==> config.mk <==
export PLATFORM = sky130hd
export DESIGN_NAME = wptc_norm
export DESIGN_NICKNAME = d
export VERILOG_FILES = /design/src/rtl/core/wptc_pkg.sv /design/src/rtl/core/wptc_norm.sv
export SDC_FILE = /design/constraint.sdc
export NUM_CORES = 1
export LEC_CHECK = 0
export CORE_MARGIN = 4
export CORE_UTILIZATION = 65
export DETAILED_ROUTE_END_ITERATION = 6
export DONT_BUFFER_PORTS = 1
export PLACE_DENSITY_LB_ADDON = 0.2
export SLEW_MARGIN = 30
export SYNTH_ARGS = -nofsm -noshare
export SYNTH_HDL_FRONTEND = slang
export SYNTH_SLANG_ARGS = --single-unit
==> constraint.sdc <==
create_clock -name clock -period 10.91 [get_ports clock]
set_clock_uncertainty 0.15 [all_clocks]
set_input_delay 0.5455 -clock clock [delete_from_list [all_inputs] [get_ports clock]]
set_output_delay 0.5455 -clock clock [all_outputs]
set_load 0.02 [all_outputs]
==> src/rtl/core/wptc_pkg.sv <==
// ----------------------------------------------------------------------------
// wptc_pkg
// Shared types and constants for the windowed peak threshold cluster block.
// ----------------------------------------------------------------------------
package wptc_pkg;

   localparam int DEF_SAMPLE_BITS = 16;
   localparam int DEF_INDEX_BITS  = 32;

   localparam int THR_BITS   = 32;
   localparam int WSIZE_BITS = 17;
   localparam logic [WSIZE_BITS-1:0] WSIZE_RESET = 17'd1024;

   localparam int CSR_ADDR_BITS = 3;
   localparam int CSR_DATA_BITS = 32;

   // register select, taken from the word address bit
   typedef enum logic {
      REG_THRESHOLD   = 1'b0,
      REG_WINDOW_SIZE = 1'b1
   } reg_sel_type;

   // number of result beats raised by one sample
   typedef enum logic [1:0] {
      PUSH_NONE = 2'd0,
      PUSH_ONE  = 2'd1,
      PUSH_TWO  = 2'd2
   } push_type;

   typedef struct packed {
      logic [THR_BITS-1:0]   threshold_squared;
      logic [WSIZE_BITS-1:0] window_size;
   } cfg_type;

endpackage

==> src/rtl/core/wptc_norm.sv <==
// ----------------------------------------------------------------------------
// wptc_norm
// Input register stage: captures a sample beat and its squared magnitude.
// ----------------------------------------------------------------------------
module wptc_norm #(
   parameter int SAMPLE_BITS = wptc_pkg::DEF_SAMPLE_BITS
) (
   input  logic                          clock,
   input  logic                          reset,
   input  logic                          in_valid,
   output logic                          in_ready,
   input  logic signed [SAMPLE_BITS-1:0] in_re,
   input  logic signed [SAMPLE_BITS-1:0] in_im,
   input  logic                          in_last,
   input  logic                          take,
   output logic                          out_valid,
   output logic signed [SAMPLE_BITS-1:0] out_re,
   output logic signed [SAMPLE_BITS-1:0] out_im,
   output logic                          out_last,
   output logic [2*SAMPLE_BITS-1:0]      out_norm
);
   import wptc_pkg::*;

   localparam int NORM_BITS = 2 * SAMPLE_BITS;

   logic                          accept;
   logic                          valid_ff, valid_in;
   logic signed [NORM_BITS-1:0]   re_sq, im_sq;
   logic [NORM_BITS-1:0]          norm_in, norm_ff;
   logic signed [SAMPLE_BITS-1:0] re_ff, im_ff;
   logic                          last_ff;

   assign in_ready = !valid_ff || take;
   assign accept   = in_valid && in_ready;

   // exact norm; the sum of two squares always fits in 2*SAMPLE_BITS unsigned
   assign re_sq   = in_re * in_re;
   assign im_sq   = in_im * in_im;
   assign norm_in = $unsigned(re_sq) + $unsigned(im_sq);

   always_comb begin
      valid_in = valid_ff;
      if (accept) begin
         valid_in = 1'b1;
      end else if (take) begin
         valid_in = 1'b0;
      end
   end

   always_ff @(posedge clock) begin
      if (reset) begin
         valid_ff <= 1'b0;
      end else begin
         valid_ff <= valid_in;
      end
   end

   always_ff @(posedge clock) begin
      if (accept) begin
         re_ff   <= in_re;
         im_ff   <= in_im;
         last_ff <= in_last;
         norm_ff <= norm_in;
      end
   end

   assign out_valid = valid_ff;
   assign out_re    = re_ff;
   assign out_im    = im_ff;
   assign out_last  = last_ff;
   assign out_norm  = norm_ff;

endmodule

==> metrics.md <==
| Metric | Value |
|---|---|
| Clock Sink Count | 66 |
| Total track usage | about 28% |
| Worst-Skew Late Latency | 0.36 ns |
| CP Max Fanout | 32 |
| R2R Setup Slk | 9.01 ns |
| Drt wl/cell | about 19 um |
| Die X | 182 um |
| Synth top cells by count | inv_1 (658), fa_1 (522), nand2_1 (152) |
| DRC Markers | 0 |
| Finished Cell Area | a little over 20000 um2 |
| Critical Path RT | approximately 11 ns |
| Setup TNS | 0 ns |
| Peak Freq | 0.135 GHz |
| H-tree Lvls | 3 |
| WL final | 43000 um |
| Worst-path clk slew | 0.06 ns |
| Post-synth EDFFs | 65 |
| Post-DP HPWL | 36700 um |
| CTS Buffer Depth | 2 |
| Synthesized cell area | 19700 um2 |
| CTS tree | yes |
| Initial antenna violation count | 0 |
| Fillers | 2303 |
| Final Max Tran Viols | 0 |
| Starting density of the core | 66.2% |
| CTS Buf Count | 9 |
| First-pass iteration count of the detailed router | 5 |
| Syn Area/Cell | 10.2 um2 |
| Top cells by area, synth | fa_1 (53%), inv_1 (13%), edfxtp_1 (9.9%), ha_1 (9.3%), and2_1 (2.9%) |
| Hold_buf cts | 0 |
| Post-CTS Setup Repair Bufs | 0 |
| RSZ-0062 raised after global routing | no |
| Reg2reg start | out_valid$_SDFFE_PP0P_ |
| DP Area | around 20000 um2 |
| Crit path kind | input pin to register |
| CP Launch Type | input pin |
| IO Count | around 100 |
| Vias in the first global route | 14200 |
| Reg-to-Reg End | out_im[1]$_DFFE_PP_ |
| Yosys reg bits | 66 |
| Worst EP arrival | 7.34 ns |
| YS warnings | 0 |
| Synth async-reset ratio | 0% |
| Post-route ant nets | 0 |
| Die Y | 182 um |
| Number of distinct library cells after synthesis | 47 |
| Vias | 12400 |
| Detailed-route vias per instance | 5.40 |
| Root Driver | clkbuf_16 |
| Final net count | 2614 |
| Dominant cell by count in the synthesized netlist | inv_1 |
| Area grow syn2layout | 3.48% |
| Setup Viol. Count Final | 0 |
| Yosys top cell area share | 53.0% |
| Layout cells sized above 1 | 1.83% |
| Post-CTS sizing | 0 |
| Setup crit end kind | register |
| First-pass GRT wire length | 71900 um |
| Worst-case reg-to-reg path depth | 3 |
| Max Cap Viol | 0 |
| Net Count, Synth | 2644 |
| Synth area leader | fa_1 |
| Post-Syn Instances | 1938 |
| Hold Vio Cnt, Final | 0 |
| Worst slew pin tran | 0.699 ns |
| Status | complete, no violations |
| Main synth FF type | edfxtp_1 |
| Slew headroom | ~53% |
| Drt first-iter violations | slightly below 700 |
| Gr ovfl total | 0 |
| Core ar. | between 20000 and 30000 um2 |
| Hold Path Cell Cnt | 1 |
| Seq/Total Area, Yosys | 9.99% |
| Fin crit period | 7.39 ns |
| Num rows | 63 |
| Period Utilization, post-route | 67.7% |
| Gp weighted congestion | 0.984 |
| Crit path launch | in_im[15] |
| Die area | roughly 33000 um2 |
| Ant. Diodes | 0 |
| Buffers on Ports | 0 |
| Hold Path Class | input pin to register |
| Setup crit end | out_norm[31]$_DFFE_PP_ |
| Largest net degree at the start of global routing | 66 |
==> cell families after synthesis <==
| logic type | share of synthesized area, % |
|---|---|
| flops | 9.99 |
| compound gates | 2.90 |
| xor+xnor | 2.39 |
| simple gates | 8.83 |
| fa+ha+maj | 62.3 |
| mux | 0.273 |
| buf+inv | 13.3 |
==> critical path: stages <==
cell and delay (ns):
nand2_1 0.12, fa_1 0.70, inv_1 0.16, fa_1 0.83
inv_1 0.15, fa_1 0.51, inv_1 0.08, fa_1 0.55
fa_1 0.43, fa_1 0.46, fa_1 0.49, inv_1 0.05
fa_1 0.47, inv_1 0.04, ha_1 0.36, nor3_1 0.19
nor2_1 0.10, a211oi_2 0.31, o211ai_1 0.26, a311oi_1 0.43
xnor2_1 0.11
==> through the flow <==
stage                     hold WS (ns)  setup slack, ns  util (%)  std cells
after global placement           0.466             3.31      67.3       2286
after CTS                       0.0946             3.53      68.4       2302
after global routing            0.0916             3.16      68.5       2303
after floorplan                  0.465             3.29         -       1938
after detailed placement         0.474             3.15      67.3       2286
final                            0.107             3.52      68.5       2303
==> metal layers <==
metal | global-route usage, % | routed length (um)
met3 | 3.49 | 2090
met5 | 0 | 0
met2 | 51.4 | 23700
met4 | 15.1 | 2780
met1 | 32.4 | 14400
==> layout by cell type, fill, tap and decap left out, types with 8 or more instances in the layout <==
cell and instances:
a21o_1 9, a21oi_1 25, nand3_1 10, nand2_1 152, nand2b_1 13, and2_1 91
nor2b_1 22, clkbuf_16 9, nor2_1 49, fa_1 522, edfxtp_1 65, o21ai_0 12
ha_1 147, inv_1 658, xnor2_1 44, xor2_1 8
==> flip-flops by register name (all words and copies together), names as in the netlist <==
signal and count:
out_norm 32, out_last 1, out_re 16, out_im 16
out_valid 1
==> how the worst min path moves through the flow <==
stage,startpoint,to,slack [ns]
after CTS,reset,out_valid$_SDFFE_PP0P_,0.09
final,reset,out_valid$_SDFFE_PP0P_,0.11
after detailed placement,reset,out_valid$_SDFFE_PP0P_,0.47
after global routing,reset,out_valid$_SDFFE_PP0P_,0.09
after global placement,reset,out_valid$_SDFFE_PP0P_,0.47
after floorplan,reset,out_valid$_SDFFE_PP0P_,0.46
==> area by class of cell <==
class,count,area (um2),area share (%)
multi-input cells,1172,15100,74.1
inverters,658,2470,12.1
flip-flops and latches,66,1970,9.66
well taps,390,488,2.39
clock buffers,9,225,1.10
clock inverters,7,100,0.490
repair buffers,1,27.5,0.135
Power is left out: the tool's default activity adds up to more than one toggle a clock period on the data nets, which glitch-free logic cannot reach.
