### src/rtl/core/wptc_pkg.sv
// ----------------------------------------------------------------------------
// wptc_pkg
// Shared types and constants for the windowed peak threshold cluster block.
// ----------------------------------------------------------------------------
package wptc_pkg;

   localparam int DEF_SAMPLE_BITS = 16;
   localparam int DEF_INDEX_BITS  = 32;

   localparam int THR_BITS   = 32;
   localparam int WSIZE_BITS = 17;
   localparam logic [WSIZE_BITS-1:0] WSIZE_RESET = 17'd1024;

   localparam int CSR_ADDR_BITS = 3;
   localparam int CSR_DATA_BITS = 32;

   // register select, taken from the word address bit
   typedef enum logic {
      REG_THRESHOLD   = 1'b0,
      REG_WINDOW_SIZE = 1'b1
   } reg_sel_type;

   // number of result beats raised by one sample
   typedef enum logic [1:0] {
      PUSH_NONE = 2'd0,
      PUSH_ONE  = 2'd1,
      PUSH_TWO  = 2'd2
   } push_type;

   typedef struct packed {
      logic [THR_BITS-1:0]   threshold_squared;
      logic [WSIZE_BITS-1:0] window_size;
   } cfg_type;

endpackage

### src/rtl/core/wptc_cluster.sv
// ----------------------------------------------------------------------------
// wptc_cluster
// Window maximum tracking, threshold test and neighbour clustering decision.
// ----------------------------------------------------------------------------
module wptc_cluster #(
   parameter int SAMPLE_BITS = wptc_pkg::DEF_SAMPLE_BITS,
   parameter int INDEX_BITS  = wptc_pkg::DEF_INDEX_BITS
) (
   input  logic                                    clock,
   input  logic                                    reset,
   input  logic                                    fire,
   input  wptc_pkg::cfg_type                       cfg,
   input  logic signed [SAMPLE_BITS-1:0]           s_re,
   input  logic signed [SAMPLE_BITS-1:0]           s_im,
   input  logic                                    s_last,
   input  logic [2*SAMPLE_BITS-1:0]                s_norm,
   output wptc_pkg::push_type                      push,
   // result words, from lowest bit up: re, im, location
   output logic [2*SAMPLE_BITS+INDEX_BITS-1:0]     res0,
   output logic [2*SAMPLE_BITS+INDEX_BITS-1:0]     res1
);
   import wptc_pkg::*;

   localparam int NB = 2 * SAMPLE_BITS;
   localparam int CB = (NB > THR_BITS) ? NB : THR_BITS;

   logic [INDEX_BITS-1:0]         idx_ff, idx_in;
   logic [WSIZE_BITS-1:0]         fill_ff, fill_in;
   logic [NB-1:0]                 cur_norm_ff, cur_norm_in;
   logic signed [SAMPLE_BITS-1:0] cur_re_ff, cur_re_in, cur_im_ff, cur_im_in;
   logic [INDEX_BITS-1:0]         cur_loc_ff, cur_loc_in;
   logic [NB-1:0]                 pend_norm_ff, pend_norm_in;
   logic signed [SAMPLE_BITS-1:0] pend_re_ff, pend_re_in, pend_im_ff, pend_im_in;
   logic [INDEX_BITS-1:0]         pend_loc_ff, pend_loc_in;
   logic [NB-1:0]                 earlier_ff, earlier_in;
   logic [1:0]                    wc_ff, wc_in;

   logic [WSIZE_BITS-1:0]         wsize, fill_nx;
   logic [CB-1:0]                 thr;
   logic [NB-1:0]                 base_norm, cur_norm, earlier_post;
   logic signed [SAMPLE_BITS-1:0] base_re, base_im, cur_re, cur_im;
   logic [INDEX_BITS-1:0]         base_loc, cur_loc;
   logic [1:0]                    wc_post;
   logic                          close, pend_gt_thr, cur_gt_thr, hit_a, hit_b;
   logic                          a_fires, b_fires;
   logic [NB+INDEX_BITS-1:0]      pend_word, cur_word;

   always_comb begin
      wsize = (cfg.window_size == '0) ? WSIZE_BITS'(1) : cfg.window_size;
      thr   = CB'(cfg.threshold_squared);

      // a fresh window starts from zero at its first index
      if (fill_ff == '0) begin
         base_norm = '0;
         base_re   = '0;
         base_im   = '0;
         base_loc  = idx_ff;
      end else begin
         base_norm = cur_norm_ff;
         base_re   = cur_re_ff;
         base_im   = cur_im_ff;
         base_loc  = cur_loc_ff;
      end

      if (s_norm > base_norm) begin
         cur_norm = s_norm;
         cur_re   = s_re;
         cur_im   = s_im;
         cur_loc  = idx_ff;
      end else begin
         cur_norm = base_norm;
         cur_re   = base_re;
         cur_im   = base_im;
         cur_loc  = base_loc;
      end

      fill_nx = fill_ff + 1'b1;
      close   = (fill_nx >= wsize) || s_last;

      pend_gt_thr = CB'(pend_norm_ff) > thr;
      cur_gt_thr  = CB'(cur_norm) > thr;

      // waiting window, judged once its successor closes
      case (wc_ff)
         2'd1:    hit_a = pend_gt_thr && (pend_norm_ff > cur_norm);
         2'd2:    hit_a = pend_gt_thr && (pend_norm_ff > earlier_ff) &&
                          (pend_norm_ff >= cur_norm);
         default: hit_a = 1'b0;
      endcase

      earlier_post = (wc_ff != 2'd0) ? pend_norm_ff : earlier_ff;
      wc_post      = (wc_ff == 2'd2) ? 2'd2 : wc_ff + 2'd1;

      // window closed by end of array: lone or last
      if (wc_post == 2'd1) begin
         hit_b = cur_gt_thr;
      end else begin
         hit_b = cur_gt_thr && (cur_norm > earlier_post);
      end

      a_fires = fire && close && hit_a;
      b_fires = fire && s_last && hit_b;

      pend_word = {pend_loc_ff, pend_im_ff, pend_re_ff};
      cur_word  = {cur_loc, cur_im, cur_re};

      push = PUSH_NONE;
      res0 = pend_word;
      res1 = cur_word;
      if (a_fires && b_fires) begin
         push = PUSH_TWO;
      end else if (a_fires) begin
         push = PUSH_ONE;
      end else if (b_fires) begin
         push = PUSH_ONE;
         res0 = cur_word;
      end
   end

   always_comb begin
      idx_in       = idx_ff;
      fill_in      = fill_ff;
      cur_norm_in  = cur_norm_ff;
      cur_re_in    = cur_re_ff;
      cur_im_in    = cur_im_ff;
      cur_loc_in   = cur_loc_ff;
      pend_norm_in = pend_norm_ff;
      pend_re_in   = pend_re_ff;
      pend_im_in   = pend_im_ff;
      pend_loc_in  = pend_loc_ff;
      earlier_in   = earlier_ff;
      wc_in        = wc_ff;
      if (fire) begin
         if (s_last) begin
            idx_in       = '0;
            fill_in      = '0;
            cur_norm_in  = '0;
            cur_re_in    = '0;
            cur_im_in    = '0;
            cur_loc_in   = '0;
            pend_norm_in = '0;
            pend_re_in   = '0;
            pend_im_in   = '0;
            pend_loc_in  = '0;
            earlier_in   = '0;
            wc_in        = '0;
         end else begin
            idx_in      = idx_ff + 1'b1;
            cur_norm_in = cur_norm;
            cur_re_in   = cur_re;
            cur_im_in   = cur_im;
            cur_loc_in  = cur_loc;
            if (close) begin
               fill_in      = '0;
               earlier_in   = earlier_post;
               pend_norm_in = cur_norm;
               pend_re_in   = cur_re;
               pend_im_in   = cur_im;
               pend_loc_in  = cur_loc;
               wc_in        = wc_post;
            end else begin
               fill_in = fill_nx;
            end
         end
      end
   end

   always_ff @(posedge clock) begin
      if (reset) begin
         idx_ff       <= '0;
         fill_ff      <= '0;
         cur_norm_ff  <= '0;
         cur_re_ff    <= '0;
         cur_im_ff    <= '0;
         cur_loc_ff   <= '0;
         pend_norm_ff <= '0;
         pend_re_ff   <= '0;
         pend_im_ff   <= '0;
         pend_loc_ff  <= '0;
         earlier_ff   <= '0;
         wc_ff        <= '0;
      end else begin
         idx_ff       <= idx_in;
         fill_ff      <= fill_in;
         cur_norm_ff  <= cur_norm_in;
         cur_re_ff    <= cur_re_in;
         cur_im_ff    <= cur_im_in;
         cur_loc_ff   <= cur_loc_in;
         pend_norm_ff <= pend_norm_in;
         pend_re_ff   <= pend_re_in;
         pend_im_ff   <= pend_im_in;
         pend_loc_ff  <= pend_loc_in;
         earlier_ff   <= earlier_in;
         wc_ff        <= wc_in;
      end
   end

endmodule

### config.mk
export PLATFORM = sky130hd
export DESIGN_NAME = wptc_cluster
export DESIGN_NICKNAME = d
export VERILOG_FILES = /design/src/rtl/core/wptc_pkg.sv /design/src/rtl/core/wptc_cluster.sv
export SDC_FILE = /design/constraint.sdc
export NUM_CORES = 1
export LEC_CHECK = 0
export BUFFER_PORTS_ARGS = -buffer_cell sky130_fd_sc_hd__buf_2
export CAP_MARGIN = 20
export CORE_MARGIN = 2
export CORE_UTILIZATION = 64
export CTS_CLUSTER_SIZE = 25
export DETAILED_ROUTE_END_ITERATION = 8
export PLACE_DENSITY = 0.91
export SYNTH_ARGS = -nofsm -noshare
export SYNTH_HDL_FRONTEND = slang
export SYNTH_SLANG_ARGS = --single-unit
### constraint.sdc
create_clock -name clock -period 19.05 [get_ports clock]
set_input_delay 0.9525 -clock clock [delete_from_list [all_inputs] [get_ports clock]]
set_output_delay 0.9525 -clock clock [all_outputs]
set_load 0.03 [all_outputs]
==> impl_results.md <==
- Largest net degree at the start of global routing: 113
- Comb power frac: 17.8%
- Hold depth: 2
- DRT antenna net count: 0
- Max stage delay on crit path: 0.61 ns
- R2r worst-path depth: 18
- Routing usage on met2: 58.5%
- Die width: 173 µm
- TritonCTS clock tree: done
- Skew final: 0.0226 ns
- VDD IR-drop max: 0.0688 mV
- # fillers: 2,088
- Sink Count: 275
- Status: completed
- Net Sw Frac: 29.3%
- Static Leak: 9.59 nW
- Global-route wire length before repair: 85,800 µm
- DR iter-0 viols: 1,932
- Vias in the first global route: 17,200
- H-tree depth: 1
- Fin crit share: 55.9%
- Warnings, synthesis: 0
- Most used routing layer: met2
- Tmin final: 10.65 ns
- Prevailing post-synth register cell: dfxtp_1
- Total Nets Final: 2,782
- Syn Inst Count: 2,293
- Slew HR: 30.1%
- Final Hold Fails: 0
- Synth Net Count: 2,625
- Commonest non-fill, non-tap cell in the layout: nand2_1
- CP startpoint kind: flop
- CTS Buffer Depth: 3
- Total GRT Usage: 33.8%
- CP endpoint kind: output port
- Slowest-stage cell, CP: buf_4
- CTS Hold Bufs: 0
- Top cells by area, synth: dfxtp_1 30%, ha_1 15%, a21oi_1 6.8%, nand2_1 5.7%, mux2_4 4.9%
- Initial Utilization: 65.4%
- Synthesized flop and latch total: 275
- Row cnt: 61
- Endpoints failing setup: 0
- R2R Setup Slk: 13.38 ns
- Post-synth EDFFs: 0
- Post-CTS Setup Inserts: 0
- P_sw: 0.000421 W
- Flop pwr share: 41.4%
- Initial antenna violation count: 1
- Setup ws final: 8.40 ns
- Clock insertion delay at the later pin of the skew report: 0.57 ns
- IO buf count: 246
- Clk slew on worst S/H paths: 0.06 ns
- RSZ-0062 raised after global routing: no
- Pwr dens: 69.6 nW/µm²
- Area growth from synthesis to layout: 12.6%
- Die H: 173 µm
- Critical path required time: 18.10 ns
- Area leader, netlist: dfxtp_1
- Seq/Total Area, Yosys: 30.0%
- Vias/cell: 6.25
- Final WL: 52,500 µm
- Arr. time, crit path: 9.70 ns
- Met1 track demand over resource: 42.3%
- Die Footprint: 30,000 µm²
- DR WL/cell: 18.4 µm
- MaxCap Viol Count: 0
- Layout cells sized above 1: 15.9%
- I/O pin cnt: 247
- Synthesized area per cell: 7.99 µm²
- CTS Root Cell: clkbuf_16
- Ys async rst share: 0%
- Yosys cell types: 58
- Commonest cells after routing, fill and taps aside: 279 x nand2_1, 275 x dfxtp_1, 247 x a21oi_1, 243 x buf_2, 214 x ha_1
- F_max: 93.9 MHz
- Fin Setup TNS: 0 ns
- Slew Limit Fails: 0
- # DRC: 0
- Post-CTS Resized: 0
- Pre-CTS setup slack: 9.02 ns
- Hpwl dp: 36,800 µm
- DRT Pass-1 Iters: 6
- Slew @ Worst Pin: 1.05 ns
- Via count: 17,800
- Global routing usage on met3: 4.36%
- Maximum fanout along the worst path: 65
- Num CTS Buffers: 29
- Core ar.: 28,000 µm²
- Share of Yosys cell area claimed by the top area cell type: 30.0%
- Mapped Area: 18,300 µm²
- Gp weighted congestion: 1.00
- Worst hold-check path type: flop to flop
- Part of the power in the clock network: 40.8%
- P_int: 0.00102 W
- Crit Path Category: flop to output port
- Grt total ovfl: 0
cells by family after synthesis:
| group | Yosys count | synth area share, % |
|---|---|---|
| simple gates | 845 | 22.1 |
| compound gates | 491 | 16.2 |
| buf+inv | 300 | 6.42 |
| flops | 275 | 30.0 |
| fa+ha+maj | 215 | 14.7 |
| mux | 130 | 8.77 |
| xor+xnor | 37 | 1.77 |
metrics by stage:
step / utilization, % / std cells / power (W) / hold slack, ns / instance area (µm²)
floorplan: - / 2293 / 0.000779 / 0.434 / 18300
global placement: 70.1 / 2796 / 0.000846 / 0.441 / 19600
detailed placement: 70.1 / 2796 / 0.000855 / 0.448 / 19600
CTS: 73.6 / 2849 / 0.00144 / 0.457 / 20600
global route: 73.7 / 2851 / 0.00149 / 0.475 / 20600
finish: 73.7 / 2851 / 0.00144 / 0.457 / 20600
layer usage:
metal  share of wire [%]  vias up
met3                 8.1      165
met5                   0        -
met1                  40     8396
li1                    -     8400
met4                 4.3        0
met2                  48      844
power by group through the flow:
stage	clock (W)	combinational, W	sequential [W]
after global placement	0	0.000240	0.000606
after CTS	0.000591	0.000251	0.000594
final	0.000586	0.000257	0.000595
after detailed placement	0	0.000248	0.000607
after global routing	0.000615	0.000280	0.000595
after floorplan	0	0.000175	0.000604
critical path, delay by kind of cell (launching register included):
kind | cells | cell delay [ns]
DFF | 1 | 0.39
buffers and inverters | 9 | 2.52
AOI/OAI and AO/OA | 6 | 1.84
adders and majority gates | 4 | 1.13
muxes | 1 | 0.38
and+or+nand+nor | 12 | 2.76
flip-flops by register name, indices dropped and copies added (netlist names):
| signal | count |
|---|---|
| idx_ff | 32 |
| wc_ff | 2 |
| cur_re_ff | 16 |
| pend_norm_ff | 32 |
| pend_re_ff | 16 |
| fill_ff | 17 |
| pend_loc_ff | 32 |
| cur_loc_ff | 32 |
| cur_norm_ff | 32 |
| pend_im_ff | 16 |
| earlier_ff | 32 |
| cur_im_ff | 16 |
Yosys cell counts, drive strengths merged, types with 3 or more instances:
| cell | number |
|---|---|
| a21oi | 248 |
| a31oi | 3 |
| a2111oi | 6 |
| nor3 | 75 |
| nor2b | 10 |
| buf | 20 |
| mux2 | 65 |
| and3 | 21 |
| a211oi | 41 |
| nor4 | 18 |
| nand2 | 279 |
| xor2 | 28 |
| a22oi | 37 |
| xnor2 | 9 |
| o21a | 20 |
| mux2i | 65 |
| a21o | 45 |
| o221ai | 3 |
| or3 | 42 |
| nand3b | 71 |
| o21ai | 60 |
| nor2 | 193 |
| o21bai | 4 |
| inv | 163 |
| nand3 | 68 |
| and4 | 4 |
| dfxtp | 275 |
| a221o | 3 |
| nand4 | 50 |
| ha | 215 |
| clkbuf | 117 |
| nand2b | 4 |
| o211ai | 6 |
final cells by class:
cell class	count	area [µm²]	share of cell area, %
diodes	1	2.50	0.0121
clock buffers	42	835	4.04
clock inverters	11	145	0.703
inverters	163	613	2.97
multi-input cells	1718	11700	56.6
flip-flops and latches	275	5510	26.7
well taps	378	473	2.29
repair buffers	263	1390	6.73
worst paths after layout:
check / start / endpoint
min reg2reg: pend_loc_ff[12] / pend_loc_ff[12]
max: fill_ff[0] / res0[63]
max reg2reg: fill_ff[0] / pend_norm_ff[18]
min: pend_loc_ff[12] / pend_loc_ff[12]
(Power assumes the default switching activity.)
