**config.mk**
```make
export PLATFORM = sky130hd
export DESIGN_NAME = wptc_result_queue
export DESIGN_NICKNAME = d
export VERILOG_FILES = /design/src/rtl/core/wptc_pkg.sv /design/src/rtl/core/wptc_result_queue.sv
export SDC_FILE = /design/constraint.sdc
export NUM_CORES = 1
export LEC_CHECK = 0
export BUFFER_PORTS_ARGS = -buffer_cell sky130_fd_sc_hd__buf_2
export CAP_MARGIN = 20
export CORE_ASPECT_RATIO = 2
export CORE_MARGIN = 2
export CORE_UTILIZATION = 50
export CTS_CLUSTER_DIAMETER = 30
export DETAILED_ROUTE_END_ITERATION = 10
export PLACE_DENSITY = 0.77
export SYNTH_ARGS = -nofsm -noshare
export SYNTH_HDL_FRONTEND = slang
export SYNTH_SLANG_ARGS = --single-unit
export TNS_END_PERCENT = 50
```
**constraint.sdc**
```tcl
create_clock -name clock -period 5.02 [get_ports clock]
set_input_delay 1.004 -clock clock [delete_from_list [all_inputs] [get_ports clock]]
set_output_delay 1.004 -clock clock [all_outputs]
set_load 0.05 [all_outputs]
```
**src/rtl/core/wptc_pkg.sv**
```systemverilog
// ----------------------------------------------------------------------------
// wptc_pkg
// Shared types and constants for the windowed peak threshold cluster block.
// ----------------------------------------------------------------------------
package wptc_pkg;

   localparam int DEF_SAMPLE_BITS = 16;
   localparam int DEF_INDEX_BITS  = 32;

   localparam int THR_BITS   = 32;
   localparam int WSIZE_BITS = 17;
   localparam logic [WSIZE_BITS-1:0] WSIZE_RESET = 17'd1024;

   localparam int CSR_ADDR_BITS = 3;
   localparam int CSR_DATA_BITS = 32;

   // register select, taken from the word address bit
   typedef enum logic {
      REG_THRESHOLD   = 1'b0,
      REG_WINDOW_SIZE = 1'b1
   } reg_sel_type;

   // number of result beats raised by one sample
   typedef enum logic [1:0] {
      PUSH_NONE = 2'd0,
      PUSH_ONE  = 2'd1,
      PUSH_TWO  = 2'd2
   } push_type;

   typedef struct packed {
      logic [THR_BITS-1:0]   threshold_squared;
      logic [WSIZE_BITS-1:0] window_size;
   } cfg_type;

endpackage

```
**src/rtl/core/wptc_result_queue.sv**
```systemverilog
// ----------------------------------------------------------------------------
// wptc_result_queue
// Four-deep shifting output queue; takes up to two result beats per cycle.
// ----------------------------------------------------------------------------
module wptc_result_queue #(
   parameter int ENTRY_BITS = 2 * wptc_pkg::DEF_SAMPLE_BITS + wptc_pkg::DEF_INDEX_BITS
) (
   input  logic                  clock,
   input  logic                  reset,
   input  wptc_pkg::push_type    push,
   input  logic [ENTRY_BITS-1:0] push0,
   input  logic [ENTRY_BITS-1:0] push1,
   output logic                  room,
   output logic                  out_valid,
   input  logic                  out_ready,
   output logic [ENTRY_BITS-1:0] out_data,
   output logic                  out_last
);
   import wptc_pkg::*;

   localparam int DEPTH    = 4;
   localparam int CNT_BITS = $clog2(DEPTH + 1);

   // entry MSB is the last-beat flag
   logic [ENTRY_BITS:0]   q_ff [DEPTH];
   logic [ENTRY_BITS:0]   q_in [DEPTH];
   logic [CNT_BITS-1:0]   cnt_ff, cnt_in, base, base_nx, n_push;
   logic                  pop;

   assign pop     = (cnt_ff != '0) && out_ready;
   assign base    = cnt_ff - CNT_BITS'(pop);
   assign base_nx = base + 1'b1;

   always_comb begin
      case (push)
         PUSH_ONE: n_push = CNT_BITS'(1);
         PUSH_TWO: n_push = CNT_BITS'(2);
         default:  n_push = '0;
      endcase
   end

   always_comb begin
      for (int i = 0; i < DEPTH; i++) begin
         q_in[i] = q_ff[i];
      end
      if (pop) begin
         for (int i = 0; i < DEPTH - 1; i++) begin
            q_in[i] = q_ff[i+1];
         end
      end
      for (int i = 0; i < DEPTH; i++) begin
         if ((n_push != '0) && (CNT_BITS'(i) == base)) begin
            q_in[i] = {(push == PUSH_ONE), push0};
         end
         if ((push == PUSH_TWO) && (CNT_BITS'(i) == base_nx)) begin
            q_in[i] = {1'b1, push1};
         end
      end
      cnt_in = base + n_push;
   end

   always_ff @(posedge clock) begin
      if (reset) begin
         cnt_ff <= '0;
      end else begin
         cnt_ff <= cnt_in;
      end
   end

   always_ff @(posedge clock) begin
      for (int i = 0; i < DEPTH; i++) begin
         q_ff[i] <= q_in[i];
      end
   end

   // two free slots guarantee space for the worst-case sample
   assign room      = cnt_ff <= CNT_BITS'(DEPTH - 2);
   assign out_valid = cnt_ff != '0;
   assign out_data  = q_ff[0][ENTRY_BITS-1:0];
   assign out_last  = q_ff[0][ENTRY_BITS];

endmodule

```
==> results.toml, run 1 <==
[run_status]
outcome = "completed"

[timing]
setup_tns_ns = 0
fmax_ghz = 0.2388
skew_ns = 0.009318
hold_violations = 0
fin_hold_ws_ns = 0.5745
worst_slew_pin_slew_ns = 0.9669
timing.final.crit_share_pct = 83.42
fin_crit_ns = 4.188
rsz0062_at_grt = "no"
drv_slew = 0
max_slew_margin_pct = 35.15
setup_viol_count_final = 0

[critical_path]
endpoint_kind = "flop"
reg2reg_to = "q_ff[1][42]"
r2r_slack_ns = 0.83
path_max_fanout = 39
rr_startpoint = "cnt_ff[2]"
r2r.worst_path.cells = 9
critPathKind = "flop to flop"
start_kind = "flop"
crit_arrival_ns = 4.43
required_ns = 5.26

[min_path]
min_from = "q_ff[3][64]"
whs_endpoint = "q_ff[2][64]"
holdCritPathClass = "flop to flop"
hold_depth = 2

[place]
numPortBuffers = 199
routabilityCongestion = 0.8476
dp_hpwl_mm = 22.74
placed_cells = 1852

[power_and_ir_drop]
seqPwrFrac_pct = 34.9
p_leak_nw = 5.862
p_sw_share_pct = 43.41
p_sw_w = 0.005564
powerDensity_nw_per_um2 = 793.4
peakVddDrop_mv = 0.6419
pwr-share-clk_pct = 18.5
intPower_w = 0.007253
combPwrFrac_pct = 46.5
power_w = 0.01282

[layout]
multi_input_comb_area_um2 = 5469
nNetsFinal = 1678
area.growth.synth_to_final_pct = 16.84
final_cells = 1916
seq_area_um2 = 7828
final_cell_mix = "387 x nand2_1, 256 x edfxtp_1, 199 x buf_2, 192 x nand3_1, 128 x o21ai_0"
fillers = 2298
layout_commonest_cell = "nand2_1"
drive_gt1_share_pct = 22.56

[synthesis]
netlist_area_um2 = 13830
synth_seq_cells = 263
synth_compound_area_share_pct = 17.08
yosysSeqAreaShare_pct = 56.61
synth_top_family_by_area = "simple AND/OR/NAND/NOR gates"
synth_flop_cell = "edfxtp_1"
avgSynthCellArea_um2 = 9.772
synth_cell_types = 38
synthesis.nets = 1556
synth_edf_count = 256
synth.yosys.warnings = 0
synthMuxAreaShare_pct = 0.2172
synth-xor-area-share_pct = 0.1810
synthArstFlopShare_pct = 0
synth_fa_ha_area_share_pct = 0.7782
synth_simple_gate_area_share_pct = 20.50
syn_inst = 1415

[grt]
grt_pass1_vias = 11680
grt_pass1_wl_mm = 60.94
overflow = 0
grt_max_degree = 151
track_usage_pct = 26.38
antenna_found_initial = 6

[drt]
drtAntennaViolNets = 0
wl_per_cell_um = 20.42
drt_wl_total_mm = 39.12
dr.pass1.iters = 6
dr.first_iter.drc_count = 1357
drc = 0
routed_via_density = 6.246
via_count = 11970

[cts]
clkLatencyLatePin_ns = 0.51
ctsHoldBuffers = 0
clockBufferDepth = 3
cts_max_level = 2
cts_buffers = 35
cts-root-buf = "clkbuf_16"
clock_sinks = 263
cts_tree = "yes"
cts_resized = 0
cts_setup_buffers = 0
path_clk_slew_ns = 0.06

[die]
core_um2 = 27330
io-pin-count = 200
initial_utilization_pct = 50.59
chipWidth_um = 121.6
floorplan.rows = 86
die-area_um2 = 29080
die_h_um = 239.2

[run]
maxCapViolations = 0
-- cells by family after synthesis --
group / Yosys count
simple gates: 667
compound gates: 328
flops: 263
buf+inv: 144
fa+ha+maj: 8
mux: 3
xor+xnor: 2
-- cell type report --
cell class,instances,share of cell area (%)
clock inverters,23,1.262
diodes,4,0.06196
inverters,8,0.2169
clock buffers,37,5.468
well taps,352,2.726
repair buffers,221,7.962
flip-flops and latches,263,48.45
multi-input cells,1008,33.85
-- state kept, by name, summed over array words and instances, names as in the netlist --
register	cells
q_ff	260
cnt_ff	3
-- metal layers --
metal	global-route usage, %	part of all wire, %
met1	33.55	38
met2	44.43	49
met3	4.190	9.6
met4	11.32	2.9
met5	0	0.059
-- worst max-delay path, stage by stage (launching register included) --
cell and delay, ns:
dfxtp_1 0.39, o31ai_2 0.86, inv_1 0.11, ha_1 0.23, ha_1 0.56, nor2_1 0.13, ha_1 0.39, nand4b_1 0.22
nand3_4 0.57, buf_12 0.44
-- cells in the mapped netlist, types with 2 or more instances --
master	instances	area (µm²)
nand2_1	388	1456
edfxtp_1	256	7687
nand3_1	195	975.9
o21ai_0	128	640.6
clkbuf_1	76	285.3
o211ai_1	68	510.5
nor2_1	66	247.7
a31oi_1	65	406.6
o211ai_2	60	750.7
buf_2	36	180.2
buf_1	16	60.06
buf_6	7	78.83
dfxtp_1	7	140.1
ha_1	7	87.58
inv_1	7	26.28
nor2b_1	4	25.02
a21oi_1	3	15.01
mux2i_1	3	30.03
a2bb2oi_1	2	17.52
and2_1	2	12.51
nor3b_2	2	25.02
-- power groups by stage --
stage,Clock (W),Combinational [W],Sequential (W)
after floorplan,0,0.00332,0.00552
after global placement,0,0.00568,0.00447
after detailed placement,0,0.00588,0.00451
after CTS,0.00240,0.00592,0.00447
after global routing,0.00248,0.00637,0.00455
final,0.00238,0.00597,0.00448
-- stage by stage --
step                      utilization, %  area (µm²)  setup slack [ns]
after global placement             55.10       15060            0.9443
final                              59.11       16160            0.8325
after floorplan                        -       13830           -0.3714
after global routing               59.11       16160            0.6858
after CTS                          59.07       16150            0.9060
after detailed placement           55.10       15060            0.8499
-- worst max-delay path by stage --
stage          startpoint          end  slack (ns)  depth (start not counted)
3_3_place_gp    out_ready  q_ff[1][53]        0.94                         10
5_1_grt         cnt_ff[2]  q_ff[1][42]        0.69                          9
6_report        cnt_ff[2]  q_ff[1][42]        0.83                          9
3_5_place_dp    out_ready  q_ff[1][45]        0.85                         10
2_1_floorplan   out_ready   q_ff[2][0]       -0.37                         12
4_1_cts         cnt_ff[2]  q_ff[1][42]        0.91                          9
No activity file was read; power rests on OpenSTA's default activity.
==> run 2: changes to the inputs <==
--- a/config.mk
+++ b/config.mk
@@ -12,7 +12,7 @@
 export CORE_UTILIZATION = 50
 export CTS_CLUSTER_DIAMETER = 30
 export DETAILED_ROUTE_END_ITERATION = 10
-export PLACE_DENSITY = 0.77
+export PLACE_DENSITY = 0.74
 export SYNTH_ARGS = -nofsm -noshare
 export SYNTH_HDL_FRONTEND = slang
 export SYNTH_SLANG_ARGS = --single-unit
==> constraint.sdc (replaced) <==
create_clock -name clock -period 4.3 [get_ports clock]
set_input_delay 0.86 -clock clock [delete_from_list [all_inputs] [get_ports clock]]
set_output_delay 0.86 -clock clock [all_outputs]
set_load 0.05 [all_outputs]
==> results.toml, run 2 (same netlist as run 1, synthesis figures left out) <==
[run_status]
outcome = "completed"

[die]
io-pin-count = 200
floorplan.rows = 86
die_h_um = 239.2
core_um2 = 27330
chipWidth_um = 121.6
die-area_um2 = 29080
initial_utilization_pct = 50.59

[grt]
track_usage_pct = 26.85
antenna_found_initial = 4
overflow = 0
grt_pass1_wl_mm = 61.84
grt_pass1_vias = 11650
grt_max_degree = 131

[layout]
area.growth.synth_to_final_pct = 18.56
drive_gt1_share_pct = 23.22
multi_input_comb_area_um2 = 5469
fillers = 2302
layout_commonest_cell = "nand2_1"
seq_area_um2 = 7828
largest_register = "q_ff"
final_cell_mix = "387 x nand2_1, 256 x edfxtp_1, 199 x buf_2, 192 x nand3_1, 128 x o21ai_0"
nNetsFinal = 1689
reg_top3 = "q_ff: 260 flops, cnt_ff: 3 flops"
largest_reg_flops = 260

[critical_path]
rr_startpoint = "cnt_ff[2]"
path_max_fanout = 61
crit_top_cell = "ha_1"
required_ns = 4.52
reg2reg_to = "q_ff[3][55]"
slowest_delay_ns = 0.86
endpoint_kind = "flop"
start_kind = "flop"
crit_end = "q_ff[3][55]"
r2r_slack_ns = 0.34
cpMaxStageDelayCell = "o31ai_2"
critPathKind = "flop to flop"
r2r.worst_path.cells = 9
cp_cell_sequence = "o31ai_2 > inv_1 > ha_1 > ha_1 > nor2_1 > ha_1 > and4bb_4 > buf_4 > o21ai_0"
crit_arrival_ns = 4.18
timing.critical_path.from = "cnt_ff[2]"

[place]
dp_hpwl_mm = 23.33
routabilityCongestion = 0.8055
numPortBuffers = 199

[cts]
ctsHoldBuffers = 0
path_clk_slew_ns = 0.05
cts_buffers = 35
cts_max_level = 2
clock_sinks = 263
cts-root-buf = "clkbuf_16"
clkLatencyLatePin_ns = 0.51
cts_setup_buffers = 0
cts_resized = 0
clockBufferDepth = 3
cts_tree = "yes"

[timing]
setup_viol_count_final = 0
timing.final.crit_share_pct = 92.05
fin_hold_ws_ns = 0.5362
drv_slew = 0
fmax_ghz = 0.2526
rsz0062_at_grt = "no"
worst_slew_pin_slew_ns = 0.9706
skew_ns = 0.01853
hold_violations = 0
max_slew_margin_pct = 34.91
fin_crit_ns = 3.958
setup_tns_ns = 0

[min_path]
holdCritPathClass = "primary input to flop"

[drt]
wl_per_cell_um = 20.47
via_count = 11990
drtAntennaViolNets = 0
dr.pass1.iters = 6
drt_wl_total_mm = 39.45
drc = 0
routed_via_density = 6.224
dr.first_iter.drc_count = 1249

[run]
maxCapViolations = 0

[power_and_ir_drop]
peakVddDrop_mv = 0.7414
p_leak_nw = 6.000
powerDensity_nw_per_um2 = 938.4
-- run 2: cell count changes in the layout (fill, tap and decap cells not counted), sizes merged --
cell,change
buf,+11
bufinv,+4
clkbuf,+2
clkinv,-3
clkinvlp,-2
diode,-1
-- run 2: per-layer routing --
metal | global-route usage [%] | vias up | share of wire, %
met5 | 0 | - | 0.033
li1 | - | 5410 | -
met1 | 34.96 | 5716 | 38
met3 | 4.214 | 87 | 9.6
met4 | 10.80 | 2 | 2.9
met2 | 44.72 | 779 | 49
-- run 2: cell type report --
class	count	share of cell area (%)
timing repair buffer	232	8.426
clock buffer	39	5.694
tap	352	2.687
antenna	3	0.04579
inverter	8	0.2137
clock inverter	22	1.824
multi-input combinational	1008	33.36
sequential	263	47.75
-- run 2: report_power, final --
part / internal (W) / switching [W] / total, W
Clock: 0.00194 / 0.00115 / 0.00309
Combinational: 0.00201 / 0.00506 / 0.00707
Sequential: 0.00490 / 0.000318 / 0.00522
-- run 2: how the worst min path moves through the flow --
stage / startpoint / slack (ns) / to / cells after the start
finish: reset / 0.54 / cnt_ff[1] / 2
global route: reset / 0.53 / cnt_ff[0] / 2
CTS: reset / 0.52 / cnt_ff[1] / 2
detailed placement: q_ff[2][64] / 0.56 / q_ff[1][64] / 2
global placement: q_ff[2][64] / 0.52 / q_ff[1][64] / 2
floorplan: q_ff[3][64] / 0.51 / q_ff[2][64] / 2
-- run 2: metrics by stage --
step | instances | utilization (%) | setup slack [ns] | area [µm²] | total power, W
after floorplan | 1415 | - | -0.1862 | 13840 | 0.01028
after global placement | 1863 | 55.44 | 0.5349 | 15150 | 0.01199
after detailed placement | 1863 | 55.44 | 0.4026 | 15150 | 0.01223
after CTS | 1924 | 59.95 | 0.3539 | 16390 | 0.01535
after global routing | 1927 | 59.98 | 0.05400 | 16390 | 0.01612
final | 1927 | 59.98 | 0.3417 | 16390 | 0.01538
-- run 2: critical path, delay by kind of cell (launching register included) --
family | cells | cell delay, ns
AO/OA/AOI/OAI | 2 | 1.07
adder cells (fa/ha/maj) | 3 | 1.13
buffers and inverters | 2 | 0.58
flip-flops | 1 | 0.38
AND/OR/NAND/NOR | 2 | 0.49
